$ cat config.mk
export PLATFORM = sky130hd
export DESIGN_NAME = mecanum_slew_limited_mixer
export DESIGN_NICKNAME = d
export VERILOG_FILES = /design/src/sv/msl_pkg.sv /design/src/sv/msl_mul.sv /design/src/sv/mecanum_slew_limited_mixer.sv
export SDC_FILE = /design/constraint.sdc
export NUM_CORES = 2
export LEC_CHECK = 0
export ABC_AREA = 1
export BUFFER_PORTS_ARGS = -buffer_cell sky130_fd_sc_hd__buf_2
export CORE_UTILIZATION = 45
export CTS_BUF_LIST = sky130_fd_sc_hd__clkbuf_4
export DETAILED_ROUTE_END_ITERATION = 7
export PLACE_DENSITY = 0.67
export SLEW_MARGIN = 20
export SYNTH_ARGS = -nofsm -noshare
export SYNTH_HDL_FRONTEND = slang
export SYNTH_HIERARCHICAL = 1
export SYNTH_SLANG_ARGS = --single-unit
export TNS_END_PERCENT = 100
$ cat constraint.sdc
create_clock -name clk -period 16.84 [get_ports clk]
set_clock_uncertainty 0.2 [all_clocks]
set_input_delay 1.684 -clock clk [delete_from_list [all_inputs] [get_ports clk]]
set_output_delay 1.684 -clock clk [all_outputs]
set_load 0.05 [all_outputs]
$ cat src/sv/msl_pkg.sv
`timescale 1ns / 1ps
`default_nettype none
// ============================================================================
// msl_pkg - shared types and constants of the mecanum slew limited mixer
// CORDIC angle table, gain constants, register indexes and state codes.
// ============================================================================
package msl_pkg;

    localparam int CORDIC_STEPS = 16;

    // gain correction in Q30 and 1/sqrt2 in Q16, consumed one bit per cycle
    localparam logic [29:0] GAIN_K = 30'd652032874;
    localparam logic [29:0] DIAG_K = 30'd46341;

    localparam logic [7:0] REG_TRANS_LIMIT = 8'd0;
    localparam logic [7:0] REG_ROT_LIMIT   = 8'd1;

    typedef enum logic [1:0] {
        PH_TGT,
        PH_VEC,
        PH_STEP
    } msl_phase_t;

    typedef enum logic [3:0] {
        ST_IDLE,
        ST_ITER,
        ST_MX,
        ST_WX,
        ST_MY,
        ST_WY,
        ST_UPDATE,
        ST_DP,
        ST_WDP,
        ST_DM,
        ST_WDM,
        ST_FIN
    } msl_state_t;

    typedef struct packed {
        logic start;
        logic sel_diag;
    } msl_mul_req_t;

    function automatic logic [31:0] atan_lut(input logic [4:0] idx);
        logic [31:0] v;
        begin
            case (idx)
                5'd0:  v = 32'd536870912;
                5'd1:  v = 32'd316933406;
                5'd2:  v = 32'd167458907;
                5'd3:  v = 32'd85004756;
                5'd4:  v = 32'd42667331;
                5'd5:  v = 32'd21354465;
                5'd6:  v = 32'd10679838;
                5'd7:  v = 32'd5340245;
                5'd8:  v = 32'd2670163;
                5'd9:  v = 32'd1335087;
                5'd10: v = 32'd667544;
                5'd11: v = 32'd333772;
                5'd12: v = 32'd166886;
                5'd13: v = 32'd83443;
                5'd14: v = 32'd41722;
                5'd15: v = 32'd20861;
                5'd16: v = 32'd10430;
                5'd17: v = 32'd5215;
                5'd18: v = 32'd2608;
                5'd19: v = 32'd1304;
                5'd20: v = 32'd652;
                5'd21: v = 32'd326;
                5'd22: v = 32'd163;
                5'd23: v = 32'd81;
                default: v = 32'd0;
            endcase
            return v;
        end
    endfunction

endpackage
`default_nettype wire

$ cat src/sv/msl_mul.sv
`timescale 1ns / 1ps
`default_nettype none
// ============================================================================
// msl_mul - bit-serial constant multiplier with rounding
// Multiplies a signed operand by the gain or the diagonal constant, one
// constant bit per cycle, then rounds half away from zero.
// ============================================================================
module msl_mul (
    input  wire                         clk,
    input  wire                         rst_n,
    input  wire msl_pkg::msl_mul_req_t  req,
    input  wire logic signed [31:0]     operand,
    output logic                        done,
    output logic signed [31:0]          result
);
    import msl_pkg::*;

    logic        run_reg, run_next;
    logic        done_reg, done_next;
    logic        sel_reg, sel_next;
    logic        neg_reg, neg_next;
    logic [4:0]  cnt_reg, cnt_next;
    logic [61:0] a_reg, a_next;
    logic [61:0] acc_reg, acc_next;
    logic [31:0] op_mag;
    logic        kbit;
    logic [4:0]  last;
    logic [61:0] rnd;
    logic [61:0] shifted;

    assign op_mag = operand[31] ? 32'(-operand) : 32'(operand);
    assign kbit   = sel_reg ? DIAG_K[cnt_reg] : GAIN_K[cnt_reg];
    assign last   = sel_reg ? 5'd15 : 5'd29;

    always_comb
    begin
        run_next  = run_reg;
        done_next = 1'b0;
        sel_next  = sel_reg;
        neg_next  = neg_reg;
        cnt_next  = cnt_reg;
        a_next    = a_reg;
        acc_next  = acc_reg;
        if (req.start)
        begin
            run_next = 1'b1;
            sel_next = req.sel_diag;
            neg_next = operand[31];
            cnt_next = 5'd0;
            a_next   = {30'b0, op_mag};
            acc_next = '0;
        end
        else if (run_reg)
        begin
            if (kbit)
                acc_next = acc_reg + a_reg;
            a_next   = {a_reg[60:0], 1'b0};
            cnt_next = cnt_reg + 5'd1;
            if (cnt_reg == last)
            begin
                run_next  = 1'b0;
                done_next = 1'b1;
            end
        end
    end

    always_ff @(posedge clk or negedge rst_n)
    begin
        if (!rst_n)
        begin
            run_reg  <= 1'b0;
            done_reg <= 1'b0;
        end
        else
        begin
            run_reg  <= run_next;
            done_reg <= done_next;
        end
    end

    always_ff @(posedge clk)
    begin
        sel_reg <= sel_next;
        neg_reg <= neg_next;
        cnt_reg <= cnt_next;
        a_reg   <= a_next;
        acc_reg <= acc_next;
    end

    assign rnd     = acc_reg + (sel_reg ? (62'd1 << 15) : (62'd1 << 37));
    assign shifted = sel_reg ? (rnd >> 16) : (rnd >> 38);
    assign done    = done_reg;
    assign result  = neg_reg ? $signed(-shifted[31:0]) : $signed(shifted[31:0]);

endmodule
`default_nettype wire

$ cat src/sv/mecanum_slew_limited_mixer.sv
`timescale 1ns / 1ps
`default_nettype none
// ============================================================================
// mecanum_slew_limited_mixer - slew limited mecanum wheel mixer
// CORDIC target and error vectoring, slew limit, four saturated wheel speeds.
// ============================================================================
//  channel   dir  width  content
//  s_axis    in   48     turn_target, move_speed, move_heading
//  m_axis    out  72     four wheel speeds, 18 bits each
//  cfg       in   16     step limits, written by index
//
//  An item takes 16 CORDIC iterations per pass, two passes or three when the
//  slew limit cuts in, serial gain multiplies of the rotated components and of
//  the error magnitude, and two serial diagonal multiplies; the next request is
//  taken only once the result has loaded.
//  Reset clears the applied state and loads limits 60 and 12.
//  A result waits in the output register; the last step stalls while it is full.
module mecanum_slew_limited_mixer (
    input  wire         clk,
    input  wire         rst_n,
    input  wire         s_tvalid,
    output logic        s_tready,
    input  wire  [47:0] s_tdata,   // turn_target, move_speed, move_heading
    output logic        m_tvalid,
    input  wire         m_tready,
    output logic [71:0] m_tdata,   // front_left, front_right, back_left, back_right
    input  wire         cfg_we,
    input  wire  [7:0]  cfg_index,
    input  wire  [15:0] cfg_data
);
    import msl_pkg::*;

    msl_state_t state_reg, state_next;
    msl_phase_t phase_reg, phase_next;
    logic [4:0]         i_reg, i_next;
    logic signed [31:0] x_reg, x_next, y_reg, y_next;
    logic signed [33:0] z_reg, z_next;
    logic signed [15:0] turn_tgt_reg, turn_tgt_next;
    logic signed [19:0] tx_reg, tx_next, ex_reg, ex_next, ey_reg, ey_next;
    logic signed [19:0] dx_reg, dx_next, dy_reg, dy_next;
    logic signed [19:0] sp_reg, sp_next;
    logic signed [19:0] sm_reg, sm_next;
    logic signed [16:0] ax_reg, ax_next, ay_reg, ay_next, at_reg, at_next;
    logic [15:0]        tlim_reg, rlim_reg;
    logic               ov_reg, ov_next;
    logic [71:0]        od_reg, od_next;

    msl_mul_req_t       mreq;
    logic signed [31:0] mop;
    logic               mdone;
    logic signed [31:0] mres;

    logic signed [31:0] rlen, rx0;
    logic [31:0]        rang, rang2;
    logic               rflip;
    logic signed [31:0] ys, xs;
    logic               sigma;
    logic signed [33:0] atz;
    logic signed [19:0] exc, eyc;
    logic signed [31:0] vx0, vy0;
    logic signed [20:0] sx, sy;
    logic signed [17:0] er, rl18;
    logic signed [17:0] tsum;
    logic signed [17:0] spsum, smsum;
    logic signed [19:0] wfl, wfr, wbl, wbr;

    function automatic logic [17:0] sat18(input logic signed [19:0] v);
        begin
            if (v < -20'sd131072)
                return 18'h20000;
            else if (v > 20'sd131071)
                return 18'h1FFFF;
            else
                return v[17:0];
        end
    endfunction

    function automatic logic signed [16:0] sat17(input logic signed [20:0] v);
        begin
            if (v < -21'sd65536)
                return -17'sd65536;
            else if (v > 21'sd65535)
                return 17'sd65535;
            else
                return v[16:0];
        end
    endfunction

    msl_mul u_mul (
        .clk     (clk),
        .rst_n   (rst_n),
        .req     (mreq),
        .operand (mop),
        .done    (mdone),
        .result  (mres)
    );

    // rotation start: speed at the input heading, or the limit at the error angle
    assign rlen  = (state_reg == ST_IDLE) ? {{8{s_tdata[31]}}, s_tdata[31:16], 8'b0}
                                          : {8'b0, tlim_reg, 8'b0};
    assign rang  = (state_reg == ST_IDLE) ? {s_tdata[47:32], 16'b0} : z_reg[31:0];
    assign rflip = (rang[31:30] == 2'd1) || (rang[31:30] == 2'd2);
    assign rx0   = rflip ? 32'(-rlen) : rlen;
    assign rang2 = rflip ? rang + 32'h8000_0000 : rang;

    assign ys    = y_reg >>> i_reg;
    assign xs    = x_reg >>> i_reg;
    assign sigma = (phase_reg == PH_VEC) ? y_reg[31] : !z_reg[33];
    assign atz   = $signed({2'b00, atan_lut(i_reg)});

    assign exc   = tx_reg - {{3{ax_reg[16]}}, ax_reg};
    assign eyc   = mres[19:0] - {{3{ay_reg[16]}}, ay_reg};
    assign vx0   = {{4{exc[19]}}, exc, 8'b0};
    assign vy0   = {{4{eyc[19]}}, eyc, 8'b0};

    assign sx    = {ax_reg[16], ax_reg[16], ax_reg[16], ax_reg[16], ax_reg}
                 + {dx_reg[19], dx_reg};
    assign sy    = {ay_reg[16], ay_reg[16], ay_reg[16], ay_reg[16], ay_reg}
                 + {dy_reg[19], dy_reg};
    assign er    = {{2{turn_tgt_reg[15]}}, turn_tgt_reg} - {at_reg[16], at_reg};
    assign rl18  = $signed({2'b00, rlim_reg});
    assign tsum  = {at_reg[16], at_reg}
                 + ((er > rl18) ? rl18 : ((er < -rl18) ? -rl18 : er));

    assign spsum = {ay_reg[16], ay_reg} + {ax_reg[16], ax_reg};
    assign smsum = {ay_reg[16], ay_reg} - {ax_reg[16], ax_reg};

    assign wfl = sp_reg + {{3{at_reg[16]}}, at_reg};
    assign wbr = sp_reg - {{3{at_reg[16]}}, at_reg};
    assign wbl = sm_reg + {{3{at_reg[16]}}, at_reg};
    assign wfr = sm_reg - {{3{at_reg[16]}}, at_reg};

    always_comb
    begin
        mreq.start    = 1'b0;
        mreq.sel_diag = 1'b0;
        mop           = x_reg;
        unique case (state_reg)
            ST_MX: mreq.start = 1'b1;
            ST_MY:
            begin
                mreq.start = 1'b1;
                mop        = y_reg;
            end
            ST_DP:
            begin
                mreq.start    = 1'b1;
                mreq.sel_diag = 1'b1;
                mop           = {{14{spsum[17]}}, spsum};
            end
            ST_DM:
            begin
                mreq.start    = 1'b1;
                mreq.sel_diag = 1'b1;
                mop           = {{14{smsum[17]}}, smsum};
            end
            default: ;
        endcase
    end

    always_comb
    begin
        state_next    = state_reg;
        phase_next    = phase_reg;
        i_next        = i_reg;
        x_next        = x_reg;
        y_next        = y_reg;
        z_next        = z_reg;
        turn_tgt_next = turn_tgt_reg;
        tx_next       = tx_reg;
        ex_next       = ex_reg;
        ey_next       = ey_reg;
        dx_next       = dx_reg;
        dy_next       = dy_reg;
        sp_next       = sp_reg;
        sm_next       = sm_reg;
        ax_next       = ax_reg;
        ay_next       = ay_reg;
        at_next       = at_reg;
        ov_next       = ov_reg && !m_tready;
        od_next       = od_reg;
        s_tready      = 1'b0;
        unique case (state_reg)
            ST_IDLE:
            begin
                s_tready = 1'b1;
                if (s_tvalid)
                begin
                    turn_tgt_next = s_tdata[15:0];
                    x_next        = rx0;
                    y_next        = '0;
                    z_next        = {{2{rang2[31]}}, rang2};
                    i_next        = '0;
                    phase_next    = PH_TGT;
                    state_next    = ST_ITER;
                end
            end
            ST_ITER:
            begin
                if (sigma)
                begin
                    x_next = x_reg - ys;
                    y_next = y_reg + xs;
                    z_next = z_reg - atz;
                end
                else
                begin
                    x_next = x_reg + ys;
                    y_next = y_reg - xs;
                    z_next = z_reg + atz;
                end
                i_next = i_reg + 5'd1;
                if (i_reg == 5'(CORDIC_STEPS - 1))
                    state_next = ST_MX;
            end
            ST_MX:
                state_next = ST_WX;
            ST_WX:
            begin
                if (mdone)
                begin
                    if (phase_reg == PH_VEC)
                    begin
                        if (mres <= $signed({16'b0, tlim_reg}))
                        begin
                            dx_next    = ex_reg;
                            dy_next    = ey_reg;
                            state_next = ST_UPDATE;
                        end
                        else
                        begin
                            x_next     = rx0;
                            y_next     = '0;
                            z_next     = {{2{rang2[31]}}, rang2};
                            i_next     = '0;
                            phase_next = PH_STEP;
                            state_next = ST_ITER;
                        end
                    end
                    else
                    begin
                        if (phase_reg == PH_TGT)
                            tx_next = mres[19:0];
                        else
                            dx_next = mres[19:0];
                        state_next = ST_MY;
                    end
                end
            end
            ST_MY:
                state_next = ST_WY;
            ST_WY:
            begin
                if (mdone)
                begin
                    if (phase_reg == PH_TGT)
                    begin
                        ex_next = exc;
                        ey_next = eyc;
                        // fold the left half plane onto the right
                        if (exc[19])
                        begin
                            x_next = 32'(-vx0);
                            y_next = 32'(-vy0);
                            z_next = 34'sh0_8000_0000;
                        end
                        else
                        begin
                            x_next = vx0;
                            y_next = vy0;
                            z_next = '0;
                        end
                        i_next     = '0;
                        phase_next = PH_VEC;
                        state_next = ST_ITER;
                    end
                    else
                    begin
                        dy_next    = mres[19:0];
                        state_next = ST_UPDATE;
                    end
                end
            end
            ST_UPDATE:
            begin
                ax_next    = sat17(sx);
                ay_next    = sat17(sy);
                at_next    = sat17({{3{tsum[17]}}, tsum});
                state_next = ST_DP;
            end
            ST_DP:
                state_next = ST_WDP;
            ST_WDP:
            begin
                if (mdone)
                begin
                    sp_next    = mres[19:0];
                    state_next = ST_DM;
                end
            end
            ST_DM:
                state_next = ST_WDM;
            ST_WDM:
            begin
                if (mdone)
                begin
                    sm_next    = mres[19:0];
                    state_next = ST_FIN;
                end
            end
            ST_FIN:
            begin
                // hold until the output register frees up
                if (!ov_reg || m_tready)
                begin
                    od_next    = {sat18(wbr), sat18(wbl), sat18(wfr), sat18(wfl)};
                    ov_next    = 1'b1;
                    state_next = ST_IDLE;
                end
            end
            default:
                state_next = ST_IDLE;
        endcase
    end

    always_ff @(posedge clk or negedge rst_n)
    begin
        if (!rst_n)
        begin
            state_reg <= ST_IDLE;
            phase_reg <= PH_TGT;
            ax_reg    <= '0;
            ay_reg    <= '0;
            at_reg    <= '0;
            ov_reg    <= 1'b0;
            tlim_reg  <= 16'd60;
            rlim_reg  <= 16'd12;
        end
        else
        begin
            state_reg <= state_next;
            phase_reg <= phase_next;
            ax_reg    <= ax_next;
            ay_reg    <= ay_next;
            at_reg    <= at_next;
            ov_reg    <= ov_next;
            if (cfg_we)
            begin
                unique case (cfg_index)
                    REG_TRANS_LIMIT: tlim_reg <= cfg_data;
                    REG_ROT_LIMIT:   rlim_reg <= cfg_data;
                    default: ;
                endcase
            end
        end
    end

    always_ff @(posedge clk)
    begin
        i_reg        <= i_next;
        x_reg        <= x_next;
        y_reg        <= y_next;
        z_reg        <= z_next;
        turn_tgt_reg <= turn_tgt_next;
        tx_reg       <= tx_next;
        ex_reg       <= ex_next;
        ey_reg       <= ey_next;
        dx_reg       <= dx_next;
        dy_reg       <= dy_next;
        sp_reg       <= sp_next;
        sm_reg       <= sm_next;
        od_reg       <= od_next;
    end

    assign m_tvalid = ov_reg;
    assign m_tdata  = od_reg;

endmodule
`default_nettype wire

Yosys cells after proc, flatten, opt, wreduce, memory -nomap -nowiden
Memory sizes are Yosys's and may differ from the RTL's. A register that Yosys moved wholly into a read port is not among the register bits. Cells that the tools add are included.

Mux-type cells: 104. $lt $le $gt $ge: 18. Bitwise operators: 1. Equal/unequal tests: 31. Add/subtract/negate cells: 30. Shift-type cells: 2. Reduce and logical (&&, ||, !) cells: 29.

Operators by type and width (count): two-way mux 32 bit (26); case mux 32 bit (4 select lines) (2); two-way mux 34 bit (7); two-way mux 20 bit (7); case mux 34 bit (4 select lines) (1); two-way mux 18 bit (6); two-way mux 17 bit (6); negation 32 bit (3); case mux 32 bit (3 select lines) (1); greater-than comparator 20 x 18 -> 1 bit, second input constant (4); < comparator 20 x 18 -> 1 bit, second input constant (4); subtractor 20 bit (4); adder 32 bit (2); negation 28 -> 32 bit (2); >>> shifter 32 x 5 -> 32 bit (2); subtractor 32 bit (2); adder 62 x 38 -> 62 bit (1); adder 62 bit (1); two-way mux 5 bit (12); case mux 4 bit (12 select lines) (1); adder 17 x 20 -> 21 bit (2); greater-than comparator 21 x 17 -> 1 bit, second input constant (2); < comparator 21 x 17 -> 1 bit, second input constant (2); adder 20 bit (2); other kinds (51) (113).

Bits of input ports: 77. Memories kept: 3. Word-level logic and storage cells: 250. Memory bits (read-only): 1024. Register bits: 554.

Memory list: (name not given) (depth 32, bits a word 30, read ports 1, clocked after memory_dff 1, wr ports 0, RTL line msl_pkg.sv:47) `case (idx)`; (name not given) (depth 32, bits a word 1, read ports 1, clocked after memory_dff 1, wr ports 0, RTL line msl_mul.sv:32) `assign kbit = sel_reg ? DIAG_K[cnt_reg] : GAIN_K[cnt_reg];`; (name not given) (depth 32, bits a word 1, read ports 1, clocked after memory_dff 1, wr ports 0, RTL line msl_mul.sv:32).

Depth between registers and ports, before layout
Depth in word-level cells: 11. Depth in mapped cells: 46. Mapped depth without buffers: 44.

Hierarchy
The synthesis kept the hierarchy.

Modules (own cells, without submodules): mecanum_slew_limited_mixer (sequential area each 12799.8 um^2, cells each 6025, times used 1, area an instance 42627.1 um^2); msl_mul (sequential area each 3052.9 um^2, cells each 2203, times used 1, area an instance 13130.1 um^2).

Worst setup path after synthesis
No wires, ideal clock.

Path type: flip-flop to flip-flop. Start point: register u_mul.sel_reg. End point: register dy_reg[0], enable pin. Path buffers: 2. Cell stages (with the launch flop): 35. Clock period less this slack: 7.829 ns. Required time: 16.134 ns. Arrival time: 7.122 ns. Setup slack: 9.011 ns. Setup time: 0.506 ns. Cells stage by stage: edfxtp_1 -> inv_1 -> clkbuf_1 -> buf_1 -> ha_1 -> nand2_1 -> nor2_1 -> nand2_1 -> inv_1 -> nand2_2 -> nand2_2 -> nand2_1 -> nand3_2 -> nand2_2 -> inv_2 -> ha_1 -> inv_1 -> nor2_2 -> nand2_1 -> nor2_1 -> nand2_1 -> nand2_2 -> nand2_1 -> nand2_1 -> nand2_1 -> inv_1 -> ha_1 -> nand2_1 -> nor2_1 -> nand4_1 -> nor3_1 -> a21oi_1 -> nand2_1 -> nand2_1 -> a2111oi_0.

Cells in the longest elaborated chain, start to end: 8.

Ends and longest elaborated chain: start, declared (RTL line msl_mul.sv:20) `logic sel_reg, sel_next;`; start signal, assigned (RTL line msl_mul.sv:83) `sel_reg <= sel_next;`; two-way mux 38 bit (RTL line msl_mul.sv:90) `assign rnd = acc_reg + (sel_reg ? (62'd1 << 15) : (62'd1 << 37));`; adder 62 x 38 -> 62 bit (RTL line msl_mul.sv:90); two-way mux 32 bit * (RTL line msl_mul.sv:91) `assign shifted = sel_reg ? (rnd >> 16) : (rnd >> 38);`; negation 32 bit (RTL line msl_mul.sv:93) `assign result = neg_reg ? $signed(-shifted[31:0]) : $signed(shifted[31:0]);`; two-way mux 32 bit * (RTL line msl_mul.sv:93); via mres[0] (RTL line mecanum_slew_limited_mixer.sv:51) `logic signed [31:0] mres;`; <= comparator 32 x 17 -> 1 bit * (RTL line mecanum_slew_limited_mixer.sv:224) `if (mres <= $signed({16'b0, tlim_reg}))`; inequality test 2 bit (no source line) *; AND reduction 6 bit (no source line) *; end signal, assigned (RTL line mecanum_slew_limited_mixer.sv:369) `dy_reg <= dy_next;`; end, declared (RTL line mecanum_slew_limited_mixer.sv:40) `logic signed [19:0] dx_reg, dx_next, dy_reg, dy_next;`.

Mark *: on every way through the listed nets, which the timed path passes. The rest lies on a longest branch. A chain may end at the register's enable or synchronous reset.

Worst setup path in the final report
Start point: register at_reg[1]. End point: register at_reg[12].

Cells in the longest elaborated chain, start to end: 8. Elaborated cells on any way between the ends: 10. Classes of those cells: 2 x add/sub; 4 x order compare; 4 x mux.

Ends and longest elaborated chain: start, declared (RTL line mecanum_slew_limited_mixer.sv:43) `logic signed [16:0] ax_reg, ax_next, ay_reg, ay_next, at_reg, at_next;`; start signal, assigned (RTL line mecanum_slew_limited_mixer.sv:345) `at_reg <= at_next;`; subtractor 16 x 17 -> 18 bit (RTL line mecanum_slew_limited_mixer.sv:120) `assign er = {{2{turn_tgt_reg[15]}}, turn_tgt_reg} - {at_reg[16], at_reg};`; < comparator 18 bit (RTL line mecanum_slew_limited_mixer.sv:123) `+ ((er > rl18) ? rl18 : ((er < -rl18) ? -rl18 : er));`; two-way mux 18 bit (2 in series) (RTL line mecanum_slew_limited_mixer.sv:123); adder 18 bit * (RTL line mecanum_slew_limited_mixer.sv:123); greater-than comparator 18 x 17 -> 1 bit (RTL line mecanum_slew_limited_mixer.sv:82) `else if (v > 21'sd65535)`; two-way mux 17 bit (RTL line mecanum_slew_limited_mixer.sv:82); two-way mux 17 bit * (RTL line mecanum_slew_limited_mixer.sv:80) `if (v < -21'sd65536)`.

Every way passes the cells marked *; elsewhere a longest branch is shown, timed or not.

==> flow_metrics.py <==
metrics = {
    "setup_path": {
        "path_buf_inv": 7,
        "required_ps": 17750,
        "startpoint_type": "flip-flop",
        "path_max_fanout": 33,
        "cpMaxStageDelayCell": "nand2_1",
        "slowest_delay_ps": 650,
        "crit_arrival_ps": 8080,
        "path_class": "flip-flop to flip-flop",
        "critical-path-top-delay-family": "simple AND/OR/NAND/NOR gates",
        "end_kind": "flip-flop",
        "rrSetupSlack_ps": 9670,
        "path_common_cell": "nand2_1",
    },
    "synthesis": {
        "syn_inst": 8228,
        "netlist_area_um2": 55760,
        "syn_nets": 8770,
        "ys.warnings.count": 6,
        "synth.yosys.seq_area_share_pct": 28.43,
        "ys_types": 78,
        "synth_edf_count": 365,
        "syn_avg_cell_area_um2": 6.777,
        "ys_seq_elements": 586,
        "synthArstFlopShare_pct": 15.70,
        "synth_ff_type": "edfxtp_1",
    },
    "cts": {
        "cts_hold_buf": 0,
        "root_buffer": "clkbuf_4",
        "post_cts_buffers": 0,
        "clk_pin_slew_ps": 90,
        "clk_latency_ps": 1180,
        "cts_resized": 0,
        "cts_tree": "built",
        "clockBufferDepth": 3,
        "htreeDepth": 4,
        "clock-sinks": 586,
        "numCtsBuffers": 171,
    },
    "sta": {
        "grt_setup_unrepaired": "no",
        "period_needed_ps": 7168,
        "worst_slew_pin_slew_ps": 1194,
        "setup-violations-final": 0,
        "final.setup.tns_ps": 0,
        "max_freq_mhz": 139.5,
        "drv_slew": 0,
        "max-slew-margin-rel_pct": 19.83,
        "hold_violations": 0,
        "fin_crit_sh_pct": 42.56,
    },
    "drt": {
        "wl_per_cell_um": 20.78,
        "route.detailed.drc": 0,
        "wirelength_um": 210700,
        "first_iter_violations": 5691,
        "vias_per_cell": 5.647,
        "ant_nets": 0,
        "vias": 57262,
        "dr.pass1.iters": 7,
    },
    "layout": {
        "nets": 8910,
        "layout_common_cells": "nand2_1, inv_1, nor2_1",
        "drive_above_1_share_pct": 8.321,
        "nFillCells": 12760,
        "final_common_cell": "nand2_1",
        "area_growth_pct": 8.076,
        "largest_reg_flops": 72,
    },
    "floorplanning": {
        "ios": 151,
        "start_util_pct": 45.57,
        "core_area_um2": 122400,
        "fp-row-count": 128,
        "dieArea_um2": 125300,
        "die_h_um": 354,
        "chipWidth_um": 354,
    },
    "global_routing": {
        "grt_overflow": 0,
        "antenna_found_initial": 5,
        "track_usage_pct": 32.69,
        "grt_start_max_net_pins": 74,
        "grt_pass1_vias": 53702,
        "grt_pass1_wl_um": 315800,
    },
    "run": {
        "cap_violations": 0,
    },
    "placed_design": {
        "gp_congestion": 1.035,
        "port_buffers": 150,
        "dp_hpwl_um": 166600,
    },
    "status": {
        "status": "finished, final reports clean",
    },
    "hold_path": {
        "hp-class": "flip-flop to flip-flop",
    },
}
[Yosys cell counts (all sizes together), types with 6 or more instances]
cell type,number,area [um^2]
nand2,2048,7805
inv,1104,4146
nor2,763,3029
o21ai,720,3690
nand3,638,3233
a21oi,619,3154
ha,449,5618
edfxtp,365,10960
xor2,269,2356
clkbuf,132,498.0
dfxtp,129,2582
nor3,129,670.7
buf,106,598.1
xnor2,101,884.6
dfrtp,86,2152
nand4,82,519.3
o211ai,56,420.4
o22ai,44,275.3
a31oi,41,256.5
o21bai,35,266.5
a21o,32,240.2
or2,32,200.2
nor4,28,175.2
o21a,28,210.2
o31ai,25,192.7
a21boi,19,142.6
a22oi,17,132.6
fa,16,320.3
nand3b,16,120.1
a211oi,13,97.59
o2111ai,10,87.58
clkinv,9,36.29
o221ai,9,78.83
and2,7,43.79
dfstp,6,157.7
nor3b,6,45.04
[through the flow]
stage / hold slack (ps) / cell area, um^2 / utilization (%) / instances / setup slack [ps]
after floorplan: 247.3 / 55760 / - / 8228 / 9011
after global placement: 267.9 / 57970 / 47.38 / 9820 / 10020
after detailed placement: 278.8 / 57970 / 47.38 / 9820 / 9859
after global routing: 172.1 / 60260 / 49.25 / 10141 / 8988
after CTS: 146.9 / 60230 / 49.23 / 10134 / 9780
final: 244.9 / 60260 / 49.25 / 10141 / 9673
[worst register-to-register path: cells and delay by family (launching register included)]
kind / cells / cell delay [ps]
buffers and inverters: 7 / 1060
XOR/XNOR: 2 / 450
flip-flops: 1 / 620
AND/OR/NAND/NOR: 25 / 2870
AO/OA/AOI/OAI: 4 / 530
adder cells (fa/ha/maj): 4 / 1380
[cell families (layout without fill, tap and decap cells)]
family,after synthesis,count (layout),share of synthesized area (%)
fa+ha+maj,465,465,10.65
flops,586,586,28.43
xor+xnor,370,370,5.812
mux,3,3,0.05610
simple gates,3754,3754,28.47
other cells,0,7,0
buf+inv,1351,1632,9.468
compound gates,1699,1699,17.11
[layer usage]
metal	global-route usage [%]	part of all wire, %
met3	7.227	8.4
met2	51.37	44
met5	0	0
met1	42.15	42
met4	16.44	5.3
[final timing paths]
check / from / to / cells past startpoint
setup / recovery: at_reg[1] / at_reg[12] / 42
hold / removal: u_mul/a_reg[39] / u_mul/a_reg[40] / 2
setup reg to reg: at_reg[1] / at_reg[12] / 42
hold reg to reg: u_mul/a_reg[39] / u_mul/a_reg[40] / 2
max in group asynchronous: rst_n / u_mul/run_reg / 2
min in group asynchronous: rst_n / ax_reg[8] / 1
[layout make-up]
class                           instances  area (um^2)  share of cell area [%]
Multi-Input combinational cell       6291        34750                   57.66
Sequential cell                       586        15850                   26.31
Inverter                             1113         4183                   6.941
Tap cell                             1625         2033                   3.374
Clock buffer                          249         1869                   3.102
Timing Repair Buffer                  205         1166                   1.935
Clock inverter                         65        391.6                  0.6499
Antenna cell                            7        17.52                 0.02907
Power is not shown: default switching activity piles up to over one toggle a cycle in this logic, so the estimate is an artifact.
